===== src/rtl/bfb_pkg.sv =====
// shared types and constants for the bit field buffer
package bfb_pkg;

   localparam logic OP_READ  = 1'b0;
   localparam logic OP_WRITE = 1'b1;

   localparam logic STATUS_OK  = 1'b0;
   localparam logic STATUS_ERR = 1'b1;

   localparam int unsigned FIELD_MAX      = 32;
   localparam int unsigned WINDOW_BYTES   = 5;
   localparam int unsigned WINDOW_BITS    = 8 * WINDOW_BYTES;
   localparam logic [6:0]  LEN_REG_RESET  = 7'd64;

   typedef struct packed {
      logic        operation;
      logic [8:0]  start_bit;
      logic [5:0]  field_length;
      logic [31:0] write_value;
   } req_type;

   typedef struct packed {
      logic [31:0] read_value;
      logic        status;
   } rsp_type;

   typedef struct packed {
      logic accept;
      logic clear_step;
      logic read_step;
      logic merge;
      logic write_step;
      logic finish;
   } cmd_type;

   typedef struct packed {
      logic clear_done;
      logic bad;
      logic is_write;
      logic read_last;
      logic write_last;
      logic rsp_free;
   } sts_type;

endpackage


===== src/rtl/bit_field_buffer_read_write.sv =====
// top level of the big-endian bit field buffer
// Keeps a BUFFER_BYTES byte buffer in a single-port-per-cycle ram and reads or writes one
// 1 to 32 bit big-endian field per beat (bit 0 is the msb of byte 0). After reset the
// buffer is zeroed by a clearing pass over every byte, during which req_ready stays low.
// With n the number of bytes the field spans (1 to 5), a read fetches those n bytes and a
// write fetches them, merges the field in and writes the n bytes back; an invalid beat
// skips the ram. The result register lets the next beat be accepted while a result
// waits on rsp_ready. csr_write_data sets the buffer length used for bounds checking
// (reset 64, saturated at BUFFER_BYTES).
module bit_field_buffer_read_write #(
   parameter int BUFFER_BYTES = 64
) (
   input  logic             clock,
   input  logic             reset,
   input  logic             req_valid,
   output logic             req_ready,
   input  bfb_pkg::req_type req_data,
   output logic             rsp_valid,
   input  logic             rsp_ready,
   output bfb_pkg::rsp_type rsp_data,
   input  logic             csr_write_enable,
   input  logic [6:0]       csr_write_data
);
   import bfb_pkg::*;

   cmd_type cmd;
   sts_type sts;

   bfb_ctrl u_ctrl (
      .clock     (clock),
      .reset     (reset),
      .req_valid (req_valid),
      .req_ready (req_ready),
      .sts       (sts),
      .cmd       (cmd)
   );

   bfb_datapath #(
      .BUFFER_BYTES(BUFFER_BYTES)
   ) u_datapath (
      .clock            (clock),
      .reset            (reset),
      .req_data         (req_data),
      .rsp_data         (rsp_data),
      .rsp_valid        (rsp_valid),
      .rsp_ready        (rsp_ready),
      .csr_write_enable (csr_write_enable),
      .csr_write_data   (csr_write_data),
      .cmd              (cmd),
      .sts              (sts)
   );

endmodule


===== src/rtl/bfb_ram.sv =====
// generic single write port ram with registered read
module bfb_ram #(
   parameter int WIDTH = 8,
   parameter int DEPTH = 64
) (
   input  logic                     clock,
   input  logic                     wr_en,
   input  logic [$clog2(DEPTH)-1:0] wr_addr,
   input  logic [WIDTH-1:0]         wr_data,
   input  logic                     rd_en,
   input  logic [$clog2(DEPTH)-1:0] rd_addr,
   output logic [WIDTH-1:0]         rd_data
);

   logic [WIDTH-1:0] mem_ff [DEPTH];
   logic [WIDTH-1:0] rd_data_ff;

   always_ff @(posedge clock) begin
      if (wr_en) begin
         mem_ff[wr_addr] <= wr_data;
      end
      if (rd_en) begin
         rd_data_ff <= mem_ff[rd_addr];
      end
   end

   assign rd_data = rd_data_ff;

endmodule


===== src/rtl/bfb_ctrl.sv =====
// sequencer for clear pass, byte reads, merge and byte writes
module bfb_ctrl (
   input  logic             clock,
   input  logic             reset,
   input  logic             req_valid,
   output logic             req_ready,
   input  bfb_pkg::sts_type sts,
   output bfb_pkg::cmd_type cmd
);
   import bfb_pkg::*;

   localparam logic [2:0] ST_CLEAR = 3'd0;
   localparam logic [2:0] ST_IDLE  = 3'd1;
   localparam logic [2:0] ST_READ  = 3'd2;
   localparam logic [2:0] ST_WAIT  = 3'd3;
   localparam logic [2:0] ST_MERGE = 3'd4;
   localparam logic [2:0] ST_WRITE = 3'd5;
   localparam logic [2:0] ST_DONE  = 3'd6;

   logic [2:0] state_ff;
   logic [2:0] state_in;

   always_comb begin
      state_in = state_ff;
      cmd      = '0;
      req_ready = 1'b0;
      case (state_ff)
         ST_CLEAR: begin
            cmd.clear_step = 1'b1;
            if (sts.clear_done) begin
               state_in = ST_IDLE;
            end
         end
         ST_IDLE: begin
            req_ready = 1'b1;
            if (req_valid) begin
               cmd.accept = 1'b1;
               state_in   = sts.bad ? ST_DONE : ST_READ;
            end
         end
         ST_READ: begin
            cmd.read_step = 1'b1;
            if (sts.read_last) begin
               state_in = ST_WAIT;
            end
         end
         ST_WAIT: begin
            state_in = sts.is_write ? ST_MERGE : ST_DONE;
         end
         ST_MERGE: begin
            cmd.merge = 1'b1;
            state_in  = ST_WRITE;
         end
         ST_WRITE: begin
            cmd.write_step = 1'b1;
            if (sts.write_last) begin
               state_in = ST_DONE;
            end
         end
         ST_DONE: begin
            if (sts.rsp_free) begin
               cmd.finish = 1'b1;
               state_in   = ST_IDLE;
            end
         end
         default: begin
            state_in = ST_IDLE;
         end
      endcase
   end

   always_ff @(posedge clock) begin
      if (reset) begin
         state_ff <= ST_CLEAR;
      end else begin
         state_ff <= state_in;
      end
   end

   a_no_read_write_overlap: assert property (@(posedge clock) disable iff (reset)
      !(cmd.read_step && cmd.write_step))
      else $error("read and write step in same cycle");

   a_bad_goes_done: assert property (@(posedge clock) disable iff (reset)
      (cmd.accept && sts.bad) |=> (state_ff == ST_DONE))
      else $error("invalid item did not skip to done");

   a_finish_when_free: assert property (@(posedge clock) disable iff (reset)
      cmd.finish |-> sts.rsp_free)
      else $error("result loaded while output still full");

   a_write_only_for_write: assert property (@(posedge clock) disable iff (reset)
      cmd.write_step |-> sts.is_write)
      else $error("byte write issued for a read item");

endmodule


===== src/rtl/bfb_datapath.sv =====
// item registers, bounds check, byte window, merge and output register
module bfb_datapath #(
   parameter int BUFFER_BYTES = 64
) (
   input  logic             clock,
   input  logic             reset,
   input  bfb_pkg::req_type req_data,
   output bfb_pkg::rsp_type rsp_data,
   output logic             rsp_valid,
   input  logic             rsp_ready,
   input  logic             csr_write_enable,
   input  logic [6:0]       csr_write_data,
   input  bfb_pkg::cmd_type cmd,
   output bfb_pkg::sts_type sts
);
   import bfb_pkg::*;

   localparam int AW = (BUFFER_BYTES > 1) ? $clog2(BUFFER_BYTES) : 1;

   logic [6:0]             len_reg_ff;
   logic                   op_ff;
   logic [8:0]             off_ff;
   logic [5:0]             len_ff;
   logic [31:0]            val_ff;
   logic                   bad_ff;
   logic [2:0]             cnt_ff;
   logic [AW-1:0]          clr_ff;
   logic                   rd_pend_ff;
   logic [WINDOW_BITS-1:0] window_ff;
   rsp_type                rsp_ff;
   logic                   rsp_valid_ff;

   logic [6:0]             in_use;
   logic [9:0]             limit;
   logic [9:0]             req_end;
   logic [31:0]            req_mask;
   logic                   req_bad;
   logic [9:0]             last_bit;
   logic [2:0]             nbytes;
   logic [2:0]             rsh;
   logic [31:0]            mask;
   logic [WINDOW_BITS-1:0] mask_sh;
   logic [WINDOW_BITS-1:0] val_sh;
   logic [WINDOW_BITS-1:0] extract;
   logic [AW-1:0]          idx;
   logic                   ram_we;
   logic [AW-1:0]          ram_addr;
   logic [7:0]             ram_wdata;
   logic [7:0]             ram_rdata;

   // bounds and value check on the incoming beat
   always_comb begin
      in_use   = (32'(len_reg_ff) > 32'(BUFFER_BYTES)) ? 7'(BUFFER_BYTES) : len_reg_ff;
      limit    = {in_use, 3'b000};
      req_end  = {1'b0, req_data.start_bit} + {4'b0000, req_data.field_length};
      req_mask = 32'((33'd1 << req_data.field_length) - 33'd1);
      req_bad  = (req_data.field_length == 6'd0)
              || (32'(req_data.field_length) > FIELD_MAX)
              || (req_end > limit)
              || ((req_data.operation == OP_WRITE)
                  && (32'(req_data.field_length) < FIELD_MAX)
                  && ((req_data.write_value & ~req_mask) != 32'd0));
   end

   // field geometry within the byte window
   always_comb begin
      last_bit = {1'b0, off_ff} + {4'b0000, len_ff} - 10'd1;
      nbytes   = 3'(last_bit[9:3] - {1'b0, off_ff[8:3]}) + 3'd1;
      rsh      = ~last_bit[2:0];
      mask     = 32'((33'd1 << len_ff) - 33'd1);
      mask_sh  = {8'h00, mask} << rsh;
      val_sh   = {8'h00, val_ff} << rsh;
      extract  = (window_ff >> rsh) & {8'h00, mask};
      idx      = AW'(off_ff[8:3]) + AW'(cnt_ff);
   end

   always_comb begin
      ram_we    = cmd.clear_step || cmd.write_step;
      ram_addr  = cmd.clear_step ? clr_ff : idx;
      ram_wdata = cmd.clear_step ? 8'h00 : window_ff[7:0];
   end

   bfb_ram #(
      .WIDTH(8),
      .DEPTH(BUFFER_BYTES)
   ) u_ram (
      .clock   (clock),
      .wr_en   (ram_we),
      .wr_addr (ram_addr),
      .wr_data (ram_wdata),
      .rd_en   (cmd.read_step),
      .rd_addr (idx),
      .rd_data (ram_rdata)
   );

   // control registers
   always_ff @(posedge clock) begin
      if (reset) begin
         len_reg_ff   <= LEN_REG_RESET;
         clr_ff       <= '0;
         rd_pend_ff   <= 1'b0;
         rsp_valid_ff <= 1'b0;
      end else begin
         if (csr_write_enable) begin
            len_reg_ff <= csr_write_data;
         end
         if (cmd.clear_step) begin
            clr_ff <= clr_ff + AW'(1);
         end
         rd_pend_ff <= cmd.read_step;
         if (cmd.finish) begin
            rsp_valid_ff <= 1'b1;
         end else if (rsp_ready) begin
            rsp_valid_ff <= 1'b0;
         end
      end
   end

   // payload registers
   always_ff @(posedge clock) begin
      if (cmd.accept) begin
         op_ff  <= req_data.operation;
         off_ff <= req_data.start_bit;
         len_ff <= req_data.field_length;
         val_ff <= req_data.write_value;
         bad_ff <= req_bad;
         cnt_ff <= 3'd0;
      end else if (cmd.read_step) begin
         cnt_ff <= cnt_ff + 3'd1;
      end else if (cmd.merge) begin
         cnt_ff <= nbytes - 3'd1;
      end else if (cmd.write_step) begin
         cnt_ff <= cnt_ff - 3'd1;
      end
      if (rd_pend_ff) begin
         window_ff <= {window_ff[WINDOW_BITS-9:0], ram_rdata};
      end else if (cmd.merge) begin
         window_ff <= (window_ff & ~mask_sh) | val_sh;
      end else if (cmd.write_step) begin
         window_ff <= window_ff >> 8;
      end
      if (cmd.finish) begin
         rsp_ff.status     <= bad_ff ? STATUS_ERR : STATUS_OK;
         rsp_ff.read_value <= (bad_ff || (op_ff == OP_WRITE)) ? 32'd0 : extract[31:0];
      end
   end

   always_comb begin
      sts.clear_done = (clr_ff == AW'(BUFFER_BYTES - 1));
      sts.bad        = req_bad;
      sts.is_write   = (op_ff == OP_WRITE);
      sts.read_last  = (cnt_ff == nbytes - 3'd1);
      sts.write_last = (cnt_ff == 3'd0);
      sts.rsp_free   = !rsp_valid_ff || rsp_ready;
   end

   assign rsp_data  = rsp_ff;
   assign rsp_valid = rsp_valid_ff;

endmodule

===== config.mk =====
export PLATFORM = sky130hd
export DESIGN_NAME = bit_field_buffer_read_write
export DESIGN_NICKNAME = d
export VERILOG_FILES = /design/src/rtl/bfb_pkg.sv /design/src/rtl/bit_field_buffer_read_write.sv /design/src/rtl/bfb_ram.sv /design/src/rtl/bfb_ctrl.sv /design/src/rtl/bfb_datapath.sv
export SDC_FILE = /design/constraint.sdc
export NUM_CORES = 1
export LEC_CHECK = 0
export BUFFER_PORTS_ARGS = -buffer_cell sky130_fd_sc_hd__buf_2
export CORE_ASPECT_RATIO = 0.6
export CORE_MARGIN = 8
export CORE_UTILIZATION = 25
export CTS_CLUSTER_DIAMETER = 30
export DETAILED_ROUTE_END_ITERATION = 16
export GPL_TIMING_DRIVEN = 0
export PLACE_DENSITY = 0.37
export SLEW_MARGIN = 10
export SYNTH_ARGS = -nofsm -noshare
export SYNTH_HDL_FRONTEND = slang
export SYNTH_SLANG_ARGS = --single-unit

===== constraint.sdc =====
create_clock -name clock -period 4.87 [get_ports clock]
set_clock_uncertainty 0.05 [all_clocks]
set_input_delay 0 -clock clock [delete_from_list [all_inputs] [get_ports clock]]
set_output_delay 0 -clock clock [all_outputs]
set_load 0.02 [all_outputs]

==> out/qor.txt, run 1 <==
Metal-1 WL: 68020 um
GRT overflow: 0
critical path class: reg2reg
Fin. Hold Viols: 0
status: finished clean
crit path launch type: flip-flop
clk buf depth: 3
Die Ht: 293.4 um
clock transition at the registers of the reported paths: 50 ps
Post-synth EDFFs: 642
max-slew violations: 0
Power Dens Cells: 593.6 mW/mm^2
Nets: 2673
post-DP HPWL: 97710 um
via count: 22.73k
Least-Margin Pin Slew: 1208 ps
P&R area growth vs syn: 26.44%
Post-Layout Cell Count: 4381
worst path required time: 5360 ps
Final Setup Violations: 0
root buf cell: clkbuf_16
Mean Syn Cell Area: 14.28 um^2
WHS: 61.76 ps
Yosys warnings: 0
Most used DFF post-synth: edfxtp_1
crit share post-route: 99.42%
Async S/R FF share, synth: 0%
number of vias per cell: 5.189
CP Capture Type: flip-flop
Synth cell types: 82
Placed Cells incl. Taps: 4044
CP max FO: 13
Total Wirelength: 130500 um
Area contributors post-synth: edfxtp_1, mux4_2, nor2_1, mux2i_1, nand2_1
commonest non-fill, non-tap cell in the layout: edfxtp_1
Initial Util: 25.27%
# Max-Cap Violations: 0
Final Util: 31.95%
Synth Cell Area: 0.03206 mm^2
first-pass GRT wire length: 180500 um
Lkg Pwr: 13.68 nW
Syn Inst Count: 2245
total CTS buffers: 120
post-DR wirelength/cell: 29.80 um
Post-route DRC: 0
unrepaired setup endpoints after global routing: yes
Die Wd: 478.3 um
DRT iter0 DRCs: 2550
number of global-route vias before repair: 22.34k
relative slew slack: 19.15%
Core ar.: 0.1269 mm^2
DIE AREA: 0.1403 mm^2
Top-Level Pins: 95
max layer used: met5
maximum clock rate: 206.5 MHz
Sum Neg Setup Slack: 0 ps
register area share after synthesis: 61.44%
# rows: 101
metal3 WL: 14280 um
routed wl met2: 46330 um
Worst EP arrival: 5330 ps
Tmin final: 4842 ps
PortBufs: 92
H-Tree Depth: 3
Worst IR Drop VDD: 0.2969 mV
initial antenna violation count: 15
hold crit path type: in2reg
clk_lat worst skew: 710 ps
Synth Register Bits: 663
share of cells above drive strength 1: 26.30%
Initial DRT Pass Iterations: 5
most frequent cells in the layout: edfxtp_1, mux4_2, nand2_1
fill count: 12.60k
largest net degree at the start of global routing: 65
Tot GR Track Use: 18.06%
GPL Wtd Cong: 0.9680
ANT nets after route: 0
Yosys top cell by area: edfxtp_1
area share of the largest cell type after synthesis: 60.13%
clock sink total: 663
TritonCTS clock tree: yes
Post-Syn Nets: 2341
-- registers in the layout (all words and copies together), names as in the netlist --
register / flops
u_datapath.clr_ff: 6
u_datapath.cnt_ff: 3
u_datapath.rsp_valid: 1
u_datapath.off_ff: 9
u_datapath.val_ff: 32
u_datapath.len_reg_ff: 7
u_datapath.u_ram.mem_ff: 512
u_datapath.u_ram.rd_data: 8
u_datapath.len_ff: 6
u_ctrl.state_ff: 3
u_datapath.window_ff: 40
u_datapath.op_ff: 1
u_datapath.bad_ff: 1
u_datapath.rd_pend_ff: 1
u_datapath.rsp_data: 33
-- worst paths after layout --
kind / start / end / slack, ps / cells after the start
max: u_datapath.len_ff[1] / u_datapath.window_ff[26] / 30 / 12
min: req_data[0] / u_datapath.val_ff[0] / 60 / 2
max reg2reg: u_datapath.len_ff[1] / u_datapath.window_ff[26] / 30 / 12
min reg2reg: u_datapath.bad_ff / u_datapath.rsp_data[0] / 450 / 0
-- metrics by stage --
stage	cell area (um^2)	total power, W	worst slack (ps)
after floorplan	32060	0.01157	371.2
after global placement	34650	0.01507	-2140
after detailed placement	34840	0.01513	-1979
after CTS	40340	0.02404	2.843
after global routing	40540	0.02484	-156.5
final	40540	0.02406	28.03
-- power breakdown --
group          internal [W]  leakage (nW)  total, W  switching (W)
combinational       0.00284          5.56   0.00836        0.00552
sequential          0.00691          6.10   0.00706       0.000146
clock               0.00563          2.02   0.00865        0.00302
-- synthesized netlist by cell type (11+ instances only) --
cell / count
edfxtp_1: 642
nor2_1: 208
mux4_2: 189
nand2_1: 184
a21oi_1: 127
o21ai_0: 97
clkbuf_1: 94
mux2i_1: 77
inv_1: 44
nor3_1: 34
buf_2: 33
ha_1: 32
mux2_2: 32
a31oi_1: 31
buf_1: 31
nor2b_1: 27
nand3_1: 26
a21o_1: 24
xnor2_1: 22
dfxtp_1: 21
o211ai_1: 20
and2_1: 19
nand2b_1: 18
a211oi_1: 15
o31ai_1: 14
nor4_1: 12
xor2_1: 11
-- per-layer routing --
metal  global-route usage, %  up-vias
met5                       0        -
met4                   3.328        2
met3                   6.648      140
met2                   21.52     1183
met1                   29.75    11850
li1                        -     9564
-- layout make-up --
class / count / area [um^2] / share of cell area, %
Multi-Input combinational cell: 1376 / 11820 / 29.15
Buffer: 158 / 804.5 / 1.985
Clock buffer: 131 / 3075 / 7.586
Sequential cell: 663 / 19700 / 48.59
Clock inverter: 95 / 1141 / 2.815
Inverter: 46 / 177.7 / 0.4383
Timing Repair Buffer: 212 / 1695 / 4.182
Tap cell: 1699 / 2126 / 5.244
Antenna cell: 1 / 2.502 / 0.006173
-- cell families (layout without fill, tap and decap cells) --
family / Yosys count / after routing / share of synthesized area [%]
AND/OR/NAND/NOR: 582 / 582 / 8.258
multiplexers: 298 / 298 / 16.80
XOR/XNOR: 34 / 34 / 0.9717
buffers and inverters: 206 / 642 / 2.587
flip-flops: 663 / 663 / 61.44
AO/OA/AOI/OAI: 425 / 425 / 8.410
other: 0 / 1 / 0
adder cells (fa/ha/maj): 37 / 37 / 1.530
-- worst max-delay path: stages, from the launching register on --
cell and delay [ps]:
edfxtp_1 490, buf_12 190, buf_6 180, clkinvlp_4 230
ha_1 340, inv_1 40, ha_1 200, fa_1 620
inv_2 320, clkbuf_1 700, clkbuf_2 610, a31oi_2 410
a31oi_1 270
-- what timing repair did --
item	CTS	global route
endpoints found under the hold margin	81	0
buffers inserted	2	8
pin swaps	2	5
endpoints found under the setup margin	433	457
gates resized for setup	96	52
hold buffers	102	0
No activity file was read; power rests on OpenSTA's default activity.
==> inputs of run 2 (changes only) <==
--- a/config.mk
+++ b/config.mk
@@ -6,13 +6,15 @@
 export NUM_CORES = 1
 export LEC_CHECK = 0
 export BUFFER_PORTS_ARGS = -buffer_cell sky130_fd_sc_hd__buf_2
+export CELL_PAD_IN_SITES_DETAIL_PLACEMENT = 0
+export CELL_PAD_IN_SITES_GLOBAL_PLACEMENT = 1
 export CORE_ASPECT_RATIO = 0.6
 export CORE_MARGIN = 8
 export CORE_UTILIZATION = 25
 export CTS_CLUSTER_DIAMETER = 30
 export DETAILED_ROUTE_END_ITERATION = 16
 export GPL_TIMING_DRIVEN = 0
-export PLACE_DENSITY = 0.37
+export PLACE_DENSITY = 0.42
 export SLEW_MARGIN = 10
 export SYNTH_ARGS = -nofsm -noshare
 export SYNTH_HDL_FRONTEND = slang
==> constraint.sdc (replaced) <==
create_clock -name clock -period 4.87 [get_ports clock]
set_clock_uncertainty 0.05 [all_clocks]
set_input_delay 0.487 -clock clock [delete_from_list [all_inputs] [get_ports clock]]
set_output_delay 0.487 -clock clock [all_outputs]
set_load 0.02 [all_outputs]
==> out/qor.txt, run 2 (synthesis gave the netlist of run 1 again) <==
Nets: 2612 (-2.3%)
max-slew violations: 0 (unchanged)
CP max FO: 10 (-3)
status: complete, but fails checks
DRT iter0 DRCs: 2924 (+15%)
first-pass GRT wire length: 178600 um (-1.1%)
maximum clock rate: 200.7 MHz (-2.8%)
H-Tree Depth: 3 (unchanged)
via count: 22.63k (-0.47%)
Core ar.: 0.1269 mm^2 (unchanged)
P&R area growth vs syn: 23.87%
Reg2Reg Setup Slack: -110 ps (-140 ps)
PortBufs: 92 (unchanged)
Worst EP arrival: 5490 ps (+160 ps)
max reg flops: 512 (unchanged)
share of cells above drive strength 1: 27.03% (+0.73 points)
hold crit path type: in2reg
DIE AREA: 0.1403 mm^2 (unchanged)
hold_sp: req_data[33]
clock transition at the registers of the reported paths: 50 ps (about the same)
Power Dens Cells: 593.5 mW/mm^2 (about the same)
Worst R2R Path Depth: 10 (-2)
Lkg Pwr: 13.33 nW (-2.6%)
Fin. Hold Viols: 0 (unchanged)
setup ws final: -112.0 ps (-140.1 ps)
clk buf depth: 3 (unchanged)
clk_lat worst skew: 700 ps (about the same)
# Max-Cap Violations: 0 (unchanged)
cell area after layout: 0.03972 mm^2 (-2.0%)
Tot GR Track Use: 17.94% (-0.13 points)
total CTS buffers: 117 (-2.5%)
CP startpoint: u_datapath.len_ff[0]
Initial DRT Pass Iterations: 7 (+2)
number of global-route vias before repair: 22.11k (-1.0%)
post-DR wirelength/cell: 30.17 um (+1.2%)
WHS: 73.45 ps (+11.68 ps)
clock sink total: 663 (unchanged)
Total Wirelength: 130300 um (-0.22%)
# rows: 101 (unchanged)
ANT nets after route: 0 (unchanged)
Worst IR Drop VDD: 0.2828 mV (-4.7%)
Hold Path Depth: 1 (-1)
TritonCTS clock tree: yes
Least-Margin Pin Slew: 1211 ps (+3.239 ps)
Die Ht: 293.4 um (unchanged)
root buf cell: clkbuf_16
crit path launch type: flip-flop
Top-Level Pins: 95 (unchanged)
critical path class: reg2reg
GPL Wtd Cong: 1.005 (+3.8%)
WHS Endpoint: u_datapath.len_ff[1]
GRT overflow: 0 (unchanged)
Tmin final: 4982 ps (+140.1 ps)
number of vias per cell: 5.240 (+0.99%)
worst path required time: 5380 ps (+20 ps)
Die Wd: 478.3 um (unchanged)
largest reg by FF count: u_datapath.u_ram.mem_ff
RR Startpoint: u_datapath.len_ff[0]
relative slew slack: 16.92% (-2.2 points)
Post-DP Area: 0.03482 mm^2 (about the same)
post-DP HPWL: 98770 um (+1.1%)
initial antenna violation count: 19 (+4)
crit share post-route: 102.3% (+2.9 points)
commonest non-fill, non-tap cell in the layout: edfxtp_1
largest net degree at the start of global routing: 65 (unchanged)
Initial Util: 25.27% (unchanged)
Post-route DRC: 0 (unchanged)
RR Endpoint: u_datapath.window_ff[24]
Final Setup Violations: 2 (+2)
most frequent cells in the layout: edfxtp_1, mux4_2, nand2_1
CP Capture Type: flip-flop
failing checks: negative setup slack
==> run 2: worst max path at each step <==
stage | to | slack [ps] | depth (start not counted)
3_3_place_gp | u_datapath.window_ff[18] | -2140 | 15
2_1_floorplan | u_ctrl.state_ff[2] | 370 | 19
6_report | u_datapath.window_ff[24] | -110 | 10
4_1_cts | u_ctrl.state_ff[2] | 20 | 19
5_1_grt | u_datapath.window_ff[24] | -1 | 14
3_5_place_dp | u_datapath.window_ff[18] | -2080 | 15
==> run 2: timing repair <==
action / CTS / global route
gates resized for setup: 105 / 43
pin swaps: 1 / 3
hold buffers: 50 / 0
setup buffers: 2 / 3
endpoints found under the hold margin: 50 / 0
setup endpoints to repair: 345 / 389
==> run 2: power by group <==
group | total (W) | internal (W) | switching [W]
Clock | 0.00818 | 0.00511 | 0.00308
Combinational | 0.00834 | 0.00279 | 0.00555
Sequential | 0.00705 | 0.00691 | 0.000136
Total | 0.0236 | 0.0148 | 0.00877
==> run 2: critical path, stage by stage, from the launching register on <==
cell	delay (ps)
edfxtp_1	550
clkbuf_2	350
inv_1	250
ha_2	590
buf_2	450
buf_1	850
mux2i_1	320
and2_1	270
o311ai_1	820
a21oi_1	190
nor2_1	130
==> run 2: layout make-up <==
class / count / area, um^2
diodes: 3 / 7.507
plain buffers: 157 / 775.7
clock buffers: 124 / 2985
clock inverters: 95 / 1001
fillers: 12640 / 87160
inverters: 46 / 173.9
multi-input cells: 1376 / 11820
flip-flops and latches: 663 / 19700
well taps: 1699 / 2126
repair buffers: 155 / 1126
==> run 2: per-layer routing <==
| layer | routed length (um) | global-route usage (%) |
|---|---|---|
| met4 | 1966 | 3.452 |
| met3 | 14630 | 6.124 |
| met1 | 69010 | 30.40 |
| met2 | 44650 | 20.63 |
| met5 | 0 | 0 |
==> run 2: through the flow <==
step	TNS, ps	power (W)	util, %	cells	setup WS, ps
after floorplan	0	0.01157	-	2245	371.2
after global placement	-262760	0.01509	27.31	4036	-2141
after detailed placement	-178190	0.01513	27.45	4044	-2076
after CTS	0	0.02354	31.21	4313	15.76
after global routing	-3.534	0.02431	31.30	4315	-1.487
final	-127.3	0.02357	31.30	4318	-112.0
==> inputs of run 3 (changes only) <==
--- a/config.mk
+++ b/config.mk
@@ -5,6 +5,7 @@
 export SDC_FILE = /design/constraint.sdc
 export NUM_CORES = 1
 export LEC_CHECK = 0
+export ABC_AREA = 1
 export BUFFER_PORTS_ARGS = -buffer_cell sky130_fd_sc_hd__buf_2
 export CELL_PAD_IN_SITES_DETAIL_PLACEMENT = 0
 export CELL_PAD_IN_SITES_GLOBAL_PLACEMENT = 1
@@ -14,7 +15,7 @@
 export CTS_CLUSTER_DIAMETER = 30
 export DETAILED_ROUTE_END_ITERATION = 16
 export GPL_TIMING_DRIVEN = 0
-export PLACE_DENSITY = 0.42
+export PLACE_DENSITY = 0.44
 export SLEW_MARGIN = 10
 export SYNTH_ARGS = -nofsm -noshare
 export SYNTH_HDL_FRONTEND = slang
==> out/qor.txt, run 3 <==
status: complete, but fails checks
failing checks: max-capacitance violations, max-slew violations, negative setup slack
relative slew slack: -2.536% (-19 points)
largest net degree at the start of global routing: 39 (-40%)
Yosys top cell by area: edfxtp_1
number of vias per cell: 5.080 (-3.1%)
Core ar.: 0.1311 mm^2 (+3.3%)
cell area after layout: 0.04155 mm^2 (+4.6%)
Initial Util: 25.09% (-0.18 points)
critical path class: reg2reg
area share of the largest cell type after synthesis: 58.63% (-1.5 points)
# rows: 103 (+2.0%)
commonest non-fill, non-tap cell in the layout: edfxtp_1
Critical-path top delay cell: o21ai_1
Synth Cell Area: 0.03288 mm^2 (+2.6%)
Initial DRT Pass Iterations: 6 (-1)
hold crit path type: in2reg
Fin. Hold Viols: 0 (unchanged)
initial antenna violation count: 14 (-5)
TritonCTS clock tree: yes
register area share after synthesis: 59.91% (-1.5 points)
WHS: 32.19 ps (-41.26 ps)
RR Startpoint: u_datapath.len_ff[0]
largest reg by FF count: u_datapath.u_ram.mem_ff
Async S/R FF share, synth: 0% (unchanged)
clk_lat worst skew: 740 ps (+40 ps)
first-pass GRT wire length: 208500 um (+17%)
Total Wirelength: 149300 um (+15%)
Die Wd: 484.2 um (+1.2%)
critical path cell sequence: inv_2, ha_1, clkbuf_1, clkbuf_1, clkdlybuf4s15_1, nand2_1, o21ai_0, o21ai_1, o21ai_0, nor2_1, nand2_1, nand2_1, nand2_1
CP max FO: 10 (unchanged)
Area contributors post-synth: edfxtp_1, nand2_1, nor2_1, o21ai_0, nand3_1
Least-Margin Pin Slew: 1522 ps (+310.5 ps)
number of global-route vias before repair: 26.58k (+20%)
WHS Endpoint: u_datapath.len_ff[0]
DRT iter0 DRCs: 3452 (+18%)
hold_sp: req_data[32]
clk buf depth: 3 (unchanged)
# Max-Cap Violations: 1 (+1)
Die Ht: 296.9 um (+1.2%)
Nets: 3764 (+44%)
max reg flops: 512 (unchanged)
Synth cell types: 52 (-37%)
most frequent cell after synthesis: edfxtp_1
Tmin final: 4992 ps (+10.47 ps)
Syn Inst Count: 3363 (+50%)
crit path launch type: flip-flop
Post-route DRC: 0 (unchanged)
commonest cells in the netlist: edfxtp_1, nand2_1, nor2_1
Post-Syn Nets: 3459 (+48%)
clock sink total: 663 (unchanged)
CP most frequent cell: nand2_1
Register Area: 0.01970 mm^2 (unchanged)
post-DP HPWL: 115700 um (+17%)
Most used DFF post-synth: edfxtp_1
Power Dens Cells: 767.8 mW/mm^2 (+29%)
Tot GR Track Use: 20.12% (+2.2 points)
Worst IR Drop VDD: 0.3846 mV (+36%)
total power: 0.03190 W (+35%)
clock transition at the registers of the reported paths: 50 ps (about the same)
most frequent cells in the layout: edfxtp_1, nand2_1, nor2_1
via count: 28.02k (+24%)
area of the multi-input gates: 0.01190 mm^2 (+0.66%)
root buf cell: clkbuf_16
worst path required time: 5290 ps (-90 ps)
crit-path leading delay family: compound AO/OA/AOI/OAI gates
post-DR wirelength/cell: 27.07 um (-10%)
Post-synth EDFFs: 642 (unchanged)
max-slew violations: 3 (+3)
Lkg Pwr: 15.49 nW (+16%)
Worst EP arrival: 5410 ps (-80 ps)
crit share post-route: 102.5% (+0.22 points)
Final Setup Violations: 2 (unchanged)
Post-Layout Cell Count: 5517 (+28%)
CP Capture Type: flip-flop
DIE AREA: 0.1438 mm^2 (+2.4%)
crit path buf inv count: 4 (unchanged)
Placed Cells incl. Taps: 5208 (+29%)
Synth Register Bits: 663 (unchanged)
Hold Path Depth: 1 (unchanged)
RR Endpoint: u_datapath.window_ff[30]
H-Tree Depth: 4 (+1)
Post-DP Area: 0.03604 mm^2 (+3.5%)
crit-path max cell delay: 950 ps (+100 ps)
Post CTS Setup Buffer Count: 0 (-2)
ANT nets after route: 0 (unchanged)
Top-Level Pins: 95 (unchanged)
GPL Wtd Cong: 0.9955 (-0.93%)
share of cells above drive strength 1: 11.95% (-15 points)
unrepaired setup endpoints after global routing: yes
maximum clock rate: 200.3 MHz (-0.21%)
setup ws final: -122.5 ps (-10.47 ps)
Yosys warnings: 0 (unchanged)
fill count: 13.54k (+7.1%)
PortBufs: 93 (+1.1%)
Worst R2R Path Depth: 13 (+3)
Reg2Reg Setup Slack: -120 ps (about the same)
P&R area growth vs syn: 26.36%
Mean Syn Cell Area: 9.778 um^2 (-32%)
total CTS buffers: 140 (+20%)
GRT overflow: 0 (unchanged)
[run 3: cell count changes after synthesis, sizes merged, moves of 32 or more]
cell	delta
o221ai	+46
nor2	+349
a21oi	-35
nand3	+264
nand2	+429
mux4	-189
inv	+146
clkbuf	+63
o21ai	+241
o32ai	+61
mux2	-32
[run 3: layout make-up]
| cell class | instances | area share (%) |
|---|---|---|
| Sequential cell | 663 | 47.41 |
| Multi-Input combinational cell | 2304 | 28.64 |
| Clock buffer | 155 | 8.669 |
| Tap cell | 1732 | 5.215 |
| Timing Repair Buffer | 164 | 3.439 |
| Clock inverter | 100 | 2.915 |
| Buffer | 203 | 1.957 |
| Inverter | 192 | 1.734 |
| Antenna cell | 4 | 0.02409 |
[run 3: kinds of logic (layout without fill, tap and decap cells)]
logic type / Yosys count / count (layout) / synth area share (%)
compound gates: 655 / 655 / 11.97
xor+xnor: 29 / 29 / 0.7724
fa+ha+maj: 36 / 36 / 1.461
buf+inv: 396 / 814 / 4.638
flops: 663 / 663 / 59.91
mux: 77 / 77 / 2.344
other cells: 0 / 4 / 0
simple gates: 1507 / 1507 / 18.90
[run 3: where the power goes]
group	leakage [nW]	total, W	internal (W)	switching (W)
clock network	2.32	0.00977	0.00643	0.00334
logic	7.09	0.0144	0.00336	0.0110
registers	6.08	0.00775	0.00752	0.000231
total	15.5	0.0319	0.0173	0.0146
[run 3: routing by layer]
layer	vias to the layer above	part of all wire, %	GRT usage, %
met2	1168	33	22.36
met3	153	9.6	5.092
li1	12650	-	-
met5	-	0.0087	0
met4	2	1.3	3.967
met1	14050	56	35.72
[run 3: metrics by stage]
stage / setup WS (ps) / util (%) / TNS, ps
CTS: -68.35 / 31.59 / -2069
global placement: -2197 / 27.10 / -946440
finish: -122.5 / 31.70 / -189.5
global route: -141.6 / 31.70 / -16660
floorplan: 1251 / - / 0
detailed placement: -691.5 / 27.50 / -31010
[run 3: worst max-delay path by stage]
stage / slack, ps / startpoint / depth (start not counted) / end
floorplan: 1250 / u_datapath.len_ff[1] / 18 / u_ctrl.state_ff[0]
global placement: -2200 / u_ctrl.state_ff[1] / 5 / u_datapath.u_ram.mem_ff[60][3]
detailed placement: -690 / u_datapath.off_ff[3] / 10 / u_datapath.u_ram.rd_data[2]
CTS: -70 / u_datapath.off_ff[3] / 8 / u_datapath.u_ram.mem_ff[59][5]
global route: -140 / u_datapath.off_ff[3] / 8 / u_datapath.u_ram.mem_ff[47][4]
finish: -120 / u_datapath.len_ff[0] / 13 / u_datapath.window_ff[30]
[run 3: what timing repair did]
item                                    in CTS  in global routing
hold buffers                                51                  0
endpoints found under the setup margin     303                339
endpoints found under the hold margin       49                  0
resized for setup                           22                 45
